===== src/hw/rtl/multi_pin_switch_debouncer_assert.svh =====
// Assertion macros shared by the debouncer RTL.
// The checking forms are left out when SYNTH is defined.
`ifndef MULTI_PIN_SWITCH_DEBOUNCER_ASSERT_SVH
`define MULTI_PIN_SWITCH_DEBOUNCER_ASSERT_SVH
`ifndef SYNTH
`define MPSD_ASSERT(lbl, prop, msg) \
  lbl: assert property (@(posedge clk_i) disable iff (!rst_ni) prop) else $error(msg);
`define MPSD_ASSERT_NEXT(lbl, pre, post, msg) \
  lbl: assert property (@(posedge clk_i) disable iff (!rst_ni) (pre) |=> (post)) \
    else $error(msg);
`else
`define MPSD_ASSERT(lbl, prop, msg)
`define MPSD_ASSERT_NEXT(lbl, pre, post, msg)
`endif
`endif


===== src/hw/rtl/mpsd_pkg.sv =====
package mpsd_pkg;

  localparam int LevelW     = 29;
  localparam int TimeW      = 32;
  localparam int WinW       = 20;
  localparam int IdxW       = 5;
  localparam int MaxPins    = 48;
  localparam int MaxResults = 29;
  localparam int EmitCntW   = 5;
  localparam int CfgIdxW    = 8;
  localparam int CfgDataW   = 32;
  localparam int InDataW    = 64;
  localparam int OutDataW   = 8;

  localparam logic [WinW-1:0] WindowReset    = 20'd10000;
  localparam logic            ActiveLowReset = 1'b1;

  typedef enum logic [CfgIdxW-1:0] {
    RegWindow    = 8'd0,
    RegActiveLow = 8'd1
  } cfg_reg_e;

  typedef enum logic [1:0] {
    IdleSt,
    ScanSt,
    FlushSt
  } state_e;

  // Request from the sequencer to the event stage.
  typedef struct packed {
    logic            push;
    logic            flush;
    logic [IdxW-1:0] pin;
    logic            level;
    logic            active;
  } ev_op_t;

  // Status returned by the event stage.
  typedef struct packed {
    logic ready;
    logic hold_vld;
  } ev_stat_t;

endpackage


===== src/hw/rtl/multi_pin_switch_debouncer.sv =====
// Sweep: accept in idle, then one pin per cycle through the shared elapsed-time comparator
// unless an event finds the hold slot blocked, then the flush state; a new sweep is taken only
// back in idle. The first sweep after reset only loads levels and the block is ready again on
// the next cycle. Output: an event leaves the hold slot when the next event is found or at the
// flush, so the final event of a sweep reaches the output register at the flush.
// Reset (rst_ni, asynchronous, active low) clears pending flags, stable levels and the loaded
// flag, sets the window to 10000 us and the polarity to active low.
`include "multi_pin_switch_debouncer_assert.svh"

module multi_pin_switch_debouncer #(
  parameter int NUM_PINS = 29
) (
  input  logic                          clk_i,
  input  logic                          rst_ni,
  // Configuration write channel.
  input  logic                          cfg_valid_i,
  output logic                          cfg_ready_o,
  input  logic [mpsd_pkg::CfgIdxW-1:0]  cfg_index_i,
  input  logic [mpsd_pkg::CfgDataW-1:0] cfg_data_i,
  // Sweep input.
  input  logic                          s_axis_tvalid,
  output logic                          s_axis_tready,
  // tdata, lowest bit up: pin_levels[28:0], now_us[60:29], zero pad[63:61].
  input  logic [mpsd_pkg::InDataW-1:0]  s_axis_tdata,
  // Change events.
  output logic                          m_axis_tvalid,
  input  logic                          m_axis_tready,
  // tdata, lowest bit up: pin_index[4:0], new_level[5], is_active[6], zero pad[7].
  output logic [mpsd_pkg::OutDataW-1:0] m_axis_tdata,
  // tlast carries last_event.
  output logic                          m_axis_tlast
);

  localparam int PinW     = (NUM_PINS > 1) ? $clog2(NUM_PINS) : 1;
  localparam int LevelW   = mpsd_pkg::LevelW;
  localparam int TimeW    = mpsd_pkg::TimeW;
  localparam int MaxPins  = mpsd_pkg::MaxPins;
  localparam int EmitCntW = mpsd_pkg::EmitCntW;
  localparam int MaxIdxW  = $clog2(MaxPins);

  // Configuration registers. The user must write them only while the block is idle; the block does not enforce it.
  logic [mpsd_pkg::WinW-1:0] win_q;
  logic                      act_low_q;

  assign cfg_ready_o = 1'b1;

  always_ff @(posedge clk_i or negedge rst_ni) begin
    if (!rst_ni) begin
      win_q     <= mpsd_pkg::WindowReset;
      act_low_q <= mpsd_pkg::ActiveLowReset;
    end else if (cfg_valid_i) begin
      unique case (cfg_index_i)
        mpsd_pkg::RegWindow:    win_q     <= cfg_data_i[mpsd_pkg::WinW-1:0];
        mpsd_pkg::RegActiveLow: act_low_q <= cfg_data_i[0];
        default: ;
      endcase
    end
  end

  // Sequencer and per-pin state.
  mpsd_pkg::state_e          state_q, state_d;
  logic [PinW-1:0]           cnt_q, cnt_d;
  logic [EmitCntW-1:0]       emit_cnt_q, emit_cnt_d;
  logic                      loaded_q, loaded_d;
  logic [NUM_PINS-1:0]       stable_q, stable_d;
  logic [NUM_PINS-1:0]       pend_q, pend_d;
  logic [TimeW-1:0]          start_q [NUM_PINS];
  logic [LevelW-1:0]         lv_q;
  logic [TimeW-1:0]          now_q;

  logic                      s_accept;
  logic [MaxPins-1:0]        in_ext;
  logic [MaxPins-1:0]        lv_ext;
  logic [MaxIdxW-1:0]        pin_wide;
  logic                      lvl;
  logic                      differs;
  logic                      pend_cur;
  logic                      reached;
  logic                      accept_ev;
  logic                      emit;
  logic                      stall;
  logic                      start_we;
  mpsd_pkg::ev_op_t          op;
  mpsd_pkg::ev_stat_t        stat;

  assign s_axis_tready = (state_q == mpsd_pkg::IdleSt);
  assign s_accept      = s_axis_tvalid && s_axis_tready;

  // Pins beyond the sampled field read as low.
  assign in_ext   = {{(MaxPins - LevelW){1'b0}}, s_axis_tdata[LevelW-1:0]};
  assign lv_ext   = {{(MaxPins - LevelW){1'b0}}, lv_q};
  assign pin_wide = MaxIdxW'(cnt_q);
  assign lvl      = lv_ext[pin_wide];
  assign differs  = lvl != stable_q[cnt_q];
  assign pend_cur = pend_q[cnt_q];

  // The one comparator serves every pin in turn.
  mpsd_elapsed_cmp u_cmp (
    .now_i     (now_q),
    .start_i   (start_q[cnt_q]),
    .window_i  (win_q),
    .reached_o (reached)
  );

  assign accept_ev = differs && pend_cur && reached;
  // Past the result limit the pin still settles, but no event goes out.
  assign emit      = accept_ev && (emit_cnt_q < EmitCntW'(mpsd_pkg::MaxResults));
  // An event that finds the hold slot blocked freezes the scan on this pin.
  assign stall     = emit && !stat.ready;

  always_comb begin
    state_d    = state_q;
    cnt_d      = cnt_q;
    emit_cnt_d = emit_cnt_q;
    loaded_d   = loaded_q;
    stable_d   = stable_q;
    pend_d     = pend_q;
    start_we   = 1'b0;
    op.push    = 1'b0;
    op.flush   = 1'b0;
    op.pin     = pin_wide[mpsd_pkg::IdxW-1:0];
    op.level   = lvl;
    op.active  = act_low_q ? !lvl : lvl;
    unique case (state_q)
      mpsd_pkg::IdleSt: begin
        if (s_accept) begin
          if (!loaded_q) begin
            // The first sweep only sets the stable levels.
            stable_d = in_ext[NUM_PINS-1:0];
            pend_d   = '0;
            loaded_d = 1'b1;
          end else begin
            state_d    = mpsd_pkg::ScanSt;
            cnt_d      = '0;
            emit_cnt_d = '0;
          end
        end
      end
      mpsd_pkg::ScanSt: begin
        if (!stall) begin
          if (differs && !pend_cur) begin
            pend_d[cnt_q] = 1'b1;
            start_we      = 1'b1;
          end else if (accept_ev) begin
            stable_d[cnt_q] = lvl;
            pend_d[cnt_q]   = 1'b0;
            if (emit) begin
              op.push    = 1'b1;
              emit_cnt_d = emit_cnt_q + EmitCntW'(1);
            end
          end else if (!differs) begin
            pend_d[cnt_q] = 1'b0;
          end
          if (cnt_q == PinW'(NUM_PINS - 1)) begin
            state_d = mpsd_pkg::FlushSt;
          end else begin
            cnt_d = cnt_q + PinW'(1);
          end
        end
      end
      mpsd_pkg::FlushSt: begin
        // The held event, if any, is the final one of this sweep.
        if (stat.ready) begin
          op.flush = 1'b1;
          state_d  = mpsd_pkg::IdleSt;
        end
      end
      default: state_d = mpsd_pkg::IdleSt;
    endcase
  end

  always_ff @(posedge clk_i or negedge rst_ni) begin
    if (!rst_ni) begin
      state_q    <= mpsd_pkg::IdleSt;
      cnt_q      <= '0;
      emit_cnt_q <= '0;
      loaded_q   <= 1'b0;
      stable_q   <= '0;
      pend_q     <= '0;
    end else begin
      state_q    <= state_d;
      cnt_q      <= cnt_d;
      emit_cnt_q <= emit_cnt_d;
      loaded_q   <= loaded_d;
      stable_q   <= stable_d;
      pend_q     <= pend_d;
    end
  end

  // Sweep payload and window start times; a start time is read only while
  // its pending flag is set, so it needs no reset.
  always_ff @(posedge clk_i) begin
    if (s_accept) begin
      lv_q  <= s_axis_tdata[LevelW-1:0];
      now_q <= s_axis_tdata[LevelW+TimeW-1:LevelW];
    end
    if (start_we) begin
      start_q[cnt_q] <= now_q;
    end
  end

  mpsd_event_out u_evt (
    .clk_i         (clk_i),
    .rst_ni        (rst_ni),
    .op_i          (op),
    .stat_o        (stat),
    .m_axis_tvalid (m_axis_tvalid),
    .m_axis_tready (m_axis_tready),
    .m_axis_tdata  (m_axis_tdata),
    .m_axis_tlast  (m_axis_tlast)
  );

  `MPSD_ASSERT(a_cnt_range, (state_q == mpsd_pkg::ScanSt) |-> (cnt_q <= PinW'(NUM_PINS - 1)), "pin counter out of range")
  `MPSD_ASSERT(a_emit_max, emit_cnt_q <= EmitCntW'(mpsd_pkg::MaxResults), "too many events in one sweep")
  `MPSD_ASSERT(a_idle_empty, (state_q == mpsd_pkg::IdleSt) |-> !stat.hold_vld, "event held while idle")
  `MPSD_ASSERT_NEXT(a_loaded, s_accept, loaded_q, "sweep taken without loading levels")
  `MPSD_ASSERT_NEXT(a_stall_hold, (state_q == mpsd_pkg::ScanSt) && stall, $stable(cnt_q), "scan advanced while stalled")

endmodule


===== src/hw/rtl/mpsd_elapsed_cmp.sv =====
// Wrapping elapsed time against the debounce window.
module mpsd_elapsed_cmp (
  input  logic [mpsd_pkg::TimeW-1:0] now_i,
  input  logic [mpsd_pkg::TimeW-1:0] start_i,
  input  logic [mpsd_pkg::WinW-1:0]  window_i,
  output logic                       reached_o
);

  logic [mpsd_pkg::TimeW-1:0] elapsed;

  assign elapsed   = now_i - start_i;
  assign reached_o = elapsed >= {{(mpsd_pkg::TimeW - mpsd_pkg::WinW){1'b0}}, window_i};

endmodule


===== src/hw/rtl/mpsd_event_out.sv =====
// One-event hold slot in front of the output register. An event waits in
// the slot until the next one shows up or the sweep ends, which tells
// whether it is the final event of its sweep.
module mpsd_event_out (
  input  logic                          clk_i,
  input  logic                          rst_ni,
  input  mpsd_pkg::ev_op_t              op_i,
  output mpsd_pkg::ev_stat_t            stat_o,
  output logic                          m_axis_tvalid,
  input  logic                          m_axis_tready,
  output logic [mpsd_pkg::OutDataW-1:0] m_axis_tdata,
  output logic                          m_axis_tlast
);

  logic                          hold_vld_q, hold_vld_d;
  logic [mpsd_pkg::IdxW-1:0]     hold_pin_q, hold_pin_d;
  logic                          hold_lvl_q, hold_lvl_d;
  logic                          hold_act_q, hold_act_d;
  logic                          out_vld_q, out_vld_d;
  logic [mpsd_pkg::OutDataW-1:0] out_data_q, out_data_d;
  logic                          out_last_q, out_last_d;
  logic                          out_free;

  assign out_free      = !out_vld_q || m_axis_tready;
  assign stat_o.ready    = !hold_vld_q || out_free;
  assign stat_o.hold_vld = hold_vld_q;

  always_comb begin
    hold_vld_d = hold_vld_q;
    hold_pin_d = hold_pin_q;
    hold_lvl_d = hold_lvl_q;
    hold_act_d = hold_act_q;
    out_vld_d  = out_vld_q;
    out_data_d = out_data_q;
    out_last_d = out_last_q;
    if (out_vld_q && m_axis_tready) begin
      out_vld_d = 1'b0;
    end
    if (op_i.push) begin
      if (hold_vld_q) begin
        out_vld_d  = 1'b1;
        out_data_d = {1'b0, hold_act_q, hold_lvl_q, hold_pin_q};
        out_last_d = 1'b0;
      end
      hold_vld_d = 1'b1;
      hold_pin_d = op_i.pin;
      hold_lvl_d = op_i.level;
      hold_act_d = op_i.active;
    end else if (op_i.flush && hold_vld_q) begin
      out_vld_d  = 1'b1;
      out_data_d = {1'b0, hold_act_q, hold_lvl_q, hold_pin_q};
      out_last_d = 1'b1;
      hold_vld_d = 1'b0;
    end
  end

  always_ff @(posedge clk_i or negedge rst_ni) begin
    if (!rst_ni) begin
      hold_vld_q <= 1'b0;
      out_vld_q  <= 1'b0;
    end else begin
      hold_vld_q <= hold_vld_d;
      out_vld_q  <= out_vld_d;
    end
  end

  always_ff @(posedge clk_i) begin
    hold_pin_q <= hold_pin_d;
    hold_lvl_q <= hold_lvl_d;
    hold_act_q <= hold_act_d;
    out_data_q <= out_data_d;
    out_last_q <= out_last_d;
  end

  assign m_axis_tvalid = out_vld_q;
  assign m_axis_tdata  = out_data_q;
  assign m_axis_tlast  = out_last_q;

endmodule

===== config.mk =====
export PLATFORM = sky130hd
export DESIGN_NAME = multi_pin_switch_debouncer
export DESIGN_NICKNAME = d
export VERILOG_FILES = /design/src/hw/rtl/mpsd_pkg.sv /design/src/hw/rtl/multi_pin_switch_debouncer.sv /design/src/hw/rtl/mpsd_elapsed_cmp.sv /design/src/hw/rtl/mpsd_event_out.sv
export VERILOG_INCLUDE_DIRS = /design/src /design/src/hw/rtl
export SDC_FILE = /design/constraint.sdc
export NUM_CORES = 1
export LEC_CHECK = 0
export BUFFER_PORTS_ARGS = -buffer_cell sky130_fd_sc_hd__buf_2
export CAP_MARGIN = 40
export CELL_PAD_IN_SITES_DETAIL_PLACEMENT = 1
export CELL_PAD_IN_SITES_GLOBAL_PLACEMENT = 2
export CORE_MARGIN = 1
export CORE_UTILIZATION = 48
export DETAILED_ROUTE_END_ITERATION = 16
export GPL_ROUTABILITY_DRIVEN = 0
export PLACE_DENSITY = 0.84
export SYNTH_ARGS = -nofsm -noshare
export SYNTH_HDL_FRONTEND = slang
export SYNTH_SLANG_ARGS = --single-unit

===== constraint.sdc =====
create_clock -name clk_i -period 10.5 [get_ports clk_i]
set_input_delay 2.625 -clock clk_i [delete_from_list [all_inputs] [get_ports clk_i]]
set_output_delay 2.625 -clock clk_i [all_outputs]
set_load 0.1 [all_outputs]

==> impl_metrics.env <==
export IMPL_fin_crit_sh=0.828
export IMPL_cts_buffer_depth=3
export IMPL_ctsHoldBuffers=0
export IMPL_r2r_start="cnt_q[2]"
export IMPL_end_kind="register"
export IMPL_insertion_delay_ps=690
export IMPL_wl_per_cell_um=30.8
export IMPL_grt_pass1_vias=26300
export IMPL_num_vias=24900
export IMPL_rows=111
export IMPL_grt_max_degree=64
export IMPL_p_leak_nw=17.1
export IMPL_cts_tree="built"
export IMPL_setup_tns_ps=0
export IMPL_synthMostInstantiatedCell="edfxtp_1"
export IMPL_multi_input_area_um2=12000
export IMPL_cts_sinks=1098
export IMPL_p_per_area_nw_per_um2=310
export IMPL_synth_top_area_frac=0.671
export IMPL_grt_first_pass_wirelength_mm=176
export IMPL_finalHoldViolations=0
export IMPL_period_needed_ps=8690
export IMPL_cp_startpoint="cnt_q[2]"
export IMPL_path_class="reg2reg"
export IMPL_cts_setup_buffers=0
export IMPL_drt_iter0_markers=2596
export IMPL_async_reset_ff_frac=0.0856
export IMPL_totalWireLength_mm=121
export IMPL_synth_top_area_cell="edfxtp_1"
export IMPL_gr_total_overflow=0
export IMPL_synth_nets=2598
export IMPL_hpwl_mm=69.3
export IMPL_rsz0062_at_grt="no"
export IMPL_layout_drive_gt1_share=0.262
export IMPL_synth_edf_count=1004
export IMPL_postRouteAntennaNets=0
export IMPL_skew_ps=26.9
export IMPL_synth_seq_area_share=0.723
export IMPL_dr_pass1_iters=5
export IMPL_maxSlewHeadroom=0.301
export IMPL_start_util=0.487
export IMPL_boundaryPins=121
export IMPL_ff_latch_area_um2=32500
export IMPL_cap_violations=0
export IMPL_arrival_ps=9260
export IMPL_viasPerCell=6.33
export IMPL_antenna_cells=0
export IMPL_slew_violations=0
export IMPL_synth_cell_type_count=75
export IMPL_setup_viol=0
export IMPL_globalRouteTotalUtil=0.257
export IMPL_area_growth_pct=13.7
export IMPL_avgSynthCellArea_um2=18.5
export IMPL_vdd_drop_max_mv=0.340
export IMPL_syn_cell_area_um2=45000
export IMPL_worstPathRequired_ps=11060
export IMPL_path_clk_slew_ps=60
export IMPL_synthTopCellsByArea="edfxtp_1, mux4_2, dfrtp_1, a22oi_1, ha_1"
export IMPL_max_freq_mhz=115
export IMPL_hp_class="reg2reg"
export IMPL_die_w_um=308
export IMPL_synth_yosys_warnings=0
export IMPL_dieArea_um2=94900
export IMPL_core_area_um2=92200
export IMPL_drcViolationCount=0
export IMPL_tightest_slew_ps=1050
export IMPL_nets=2765
export IMPL_fill_cells=8258
export IMPL_numCtsBuffers=110
export IMPL_cts_resized=0
export IMPL_cp_start_kind="register"
export IMPL_antenna_found_initial=0
export IMPL_htreeDepth=3
export IMPL_syn_inst=2431
export IMPL_path_max_fanout=27
export IMPL_root_buffer="clkbuf_16"
export IMPL_ys_seq_elements=1098
export IMPL_whs_ps=419
export IMPL_io_buffer_count=103
export IMPL_run_status="finished, final reports clean"
export IMPL_min_delay_start="u_evt.hold_pin_q[2]"
export IMPL_synth_common_cells="edfxtp_1, mux4_2, nor2_1"
export IMPL_die_h_um=308
export IMPL_synth_ff_type="edfxtp_1"
[critical path, stage by stage, from the launching register on]
cell and delay [ps]:
dfrtp_1 800, inv_2 510, nor3_2 280, buf_4 500, a22oi_1 170, and3_1 220, o21ai_0 80, ha_1 190
inv_1 60, fa_1 420, a21o_1 200, a221o_1 430, nand2_1 120, nand2_1 50, a21oi_1 170, xnor2_1 140
ha_1 220, a211oi_1 260, o21bai_1 110, a2111oi_0 640, o31ai_1 250, a2111oi_2 350, nand4_1 520, o41a_4 700
nand2_2 170, nand2_1 560, a211oi_1 440
[cell type report]
type	instances	share of cell area
Clock buffer	141	0.0567
Sequential cell	1098	0.636
Multi-Input combinational cell	1159	0.235
Clock inverter	59	0.00972
Timing Repair Buffer	197	0.0295
Inverter	32	0.00235
Tap cell	1243	0.0304
[where the power goes]
| part | leakage, nW | switching (W) | internal, W | total (W) |
|---|---|---|---|---|
| registers | 10.1 | 0.000293 | 0.00549 | 0.00578 |
| clock network | 1.64 | 0.00164 | 0.00209 | 0.00374 |
| logic | 5.30 | 0.00393 | 0.00240 | 0.00633 |
| total | 17.1 | 0.00587 | 0.00998 | 0.0159 |
[worst paths after layout]
check                                             end  slack, ps  cells past startpoint
worst max-delay path                     stable_q[22]       1810                     26
worst min-delay path            u_evt.m_axis_tdata[2]        420                      0
worst max register to register           stable_q[22]       1810                     26
worst min register to register  u_evt.m_axis_tdata[2]        420                      0
max in group asynchronous                  pend_q[17]       7410                      2
min in group asynchronous         u_evt.m_axis_tvalid       1940                      1
[state kept, by name (all words and copies together), names as in the netlist, 2 cells and up]
name and cells:
cnt_q 5, emit_cnt_q 5, lv_q 29, now_q 32, pend_q 29, stable_q 29, start_q 928, state_q 2
u_evt.hold_pin_q 5, u_evt.m_axis_tdata 7, win_q 20
[placed cells by master (no fill, tap or decap), drive strengths merged, types with 23 or more instances in the layout]
cell	synthesis	routed
buf	40	196
inv	32	33
and3	39	39
a311oi	23	23
nand3	46	46
clkbuf	102	142
clkinv	0	48
a211oi	25	25
o21ai	61	61
edfxtp	1004	1004
nand2	101	101
dfrtp	88	88
o22a	23	23
mux2	34	34
nor2	118	118
a211o	28	28
a22oi	101	101
a21oi	80	80
mux4	245	245
ha	57	57
[stage by stage]
step | instance area [µm²] | setup slack [ps] | total power [W] | util | instances
after floorplan | 45000 | 3050 | 0.00993 | - | 2431
after CTS | 50900 | 1900 | 0.0159 | 0.552 | 3921
after global placement | 47400 | 2050 | 0.0117 | 0.513 | 3711
after detailed placement | 47500 | 1960 | 0.0121 | 0.515 | 3721
after global routing | 51100 | 1300 | 0.0165 | 0.554 | 3929
final | 51100 | 1810 | 0.0159 | 0.554 | 3929
[logic make-up (layout without fill, tap and decap cells)]
family                   count (synthesis)  count (layout)  share of synthesized area
flip-flops                            1098            1098                      0.723
AO/OA/AOI/OAI                          423             423                     0.0693
adder cells (fa/ha/maj)                 58              58                     0.0163
multiplexers                           284             284                      0.132
AND/OR/NAND/NOR                        366             366                     0.0378
other                                    2               2                   0.000167
XOR/XNOR                                26              26                    0.00507
buffers and inverters                  174             429                     0.0159
[routing by layer]
layer / share of wire / GRT usage / vias to the layer above / wire, µm
met3: 0.072 / 0.0344 / 178 / 8670
met2: 0.50 / 0.428 / 1174 / 60400
met4: 0.024 / 0.0778 / 0 / 2910
met5: 0 / 0 / - / 0
li1: - / - / 10300 / -
met1: 0.40 / 0.354 / 13200 / 49000
(Power assumes the default switching activity.)
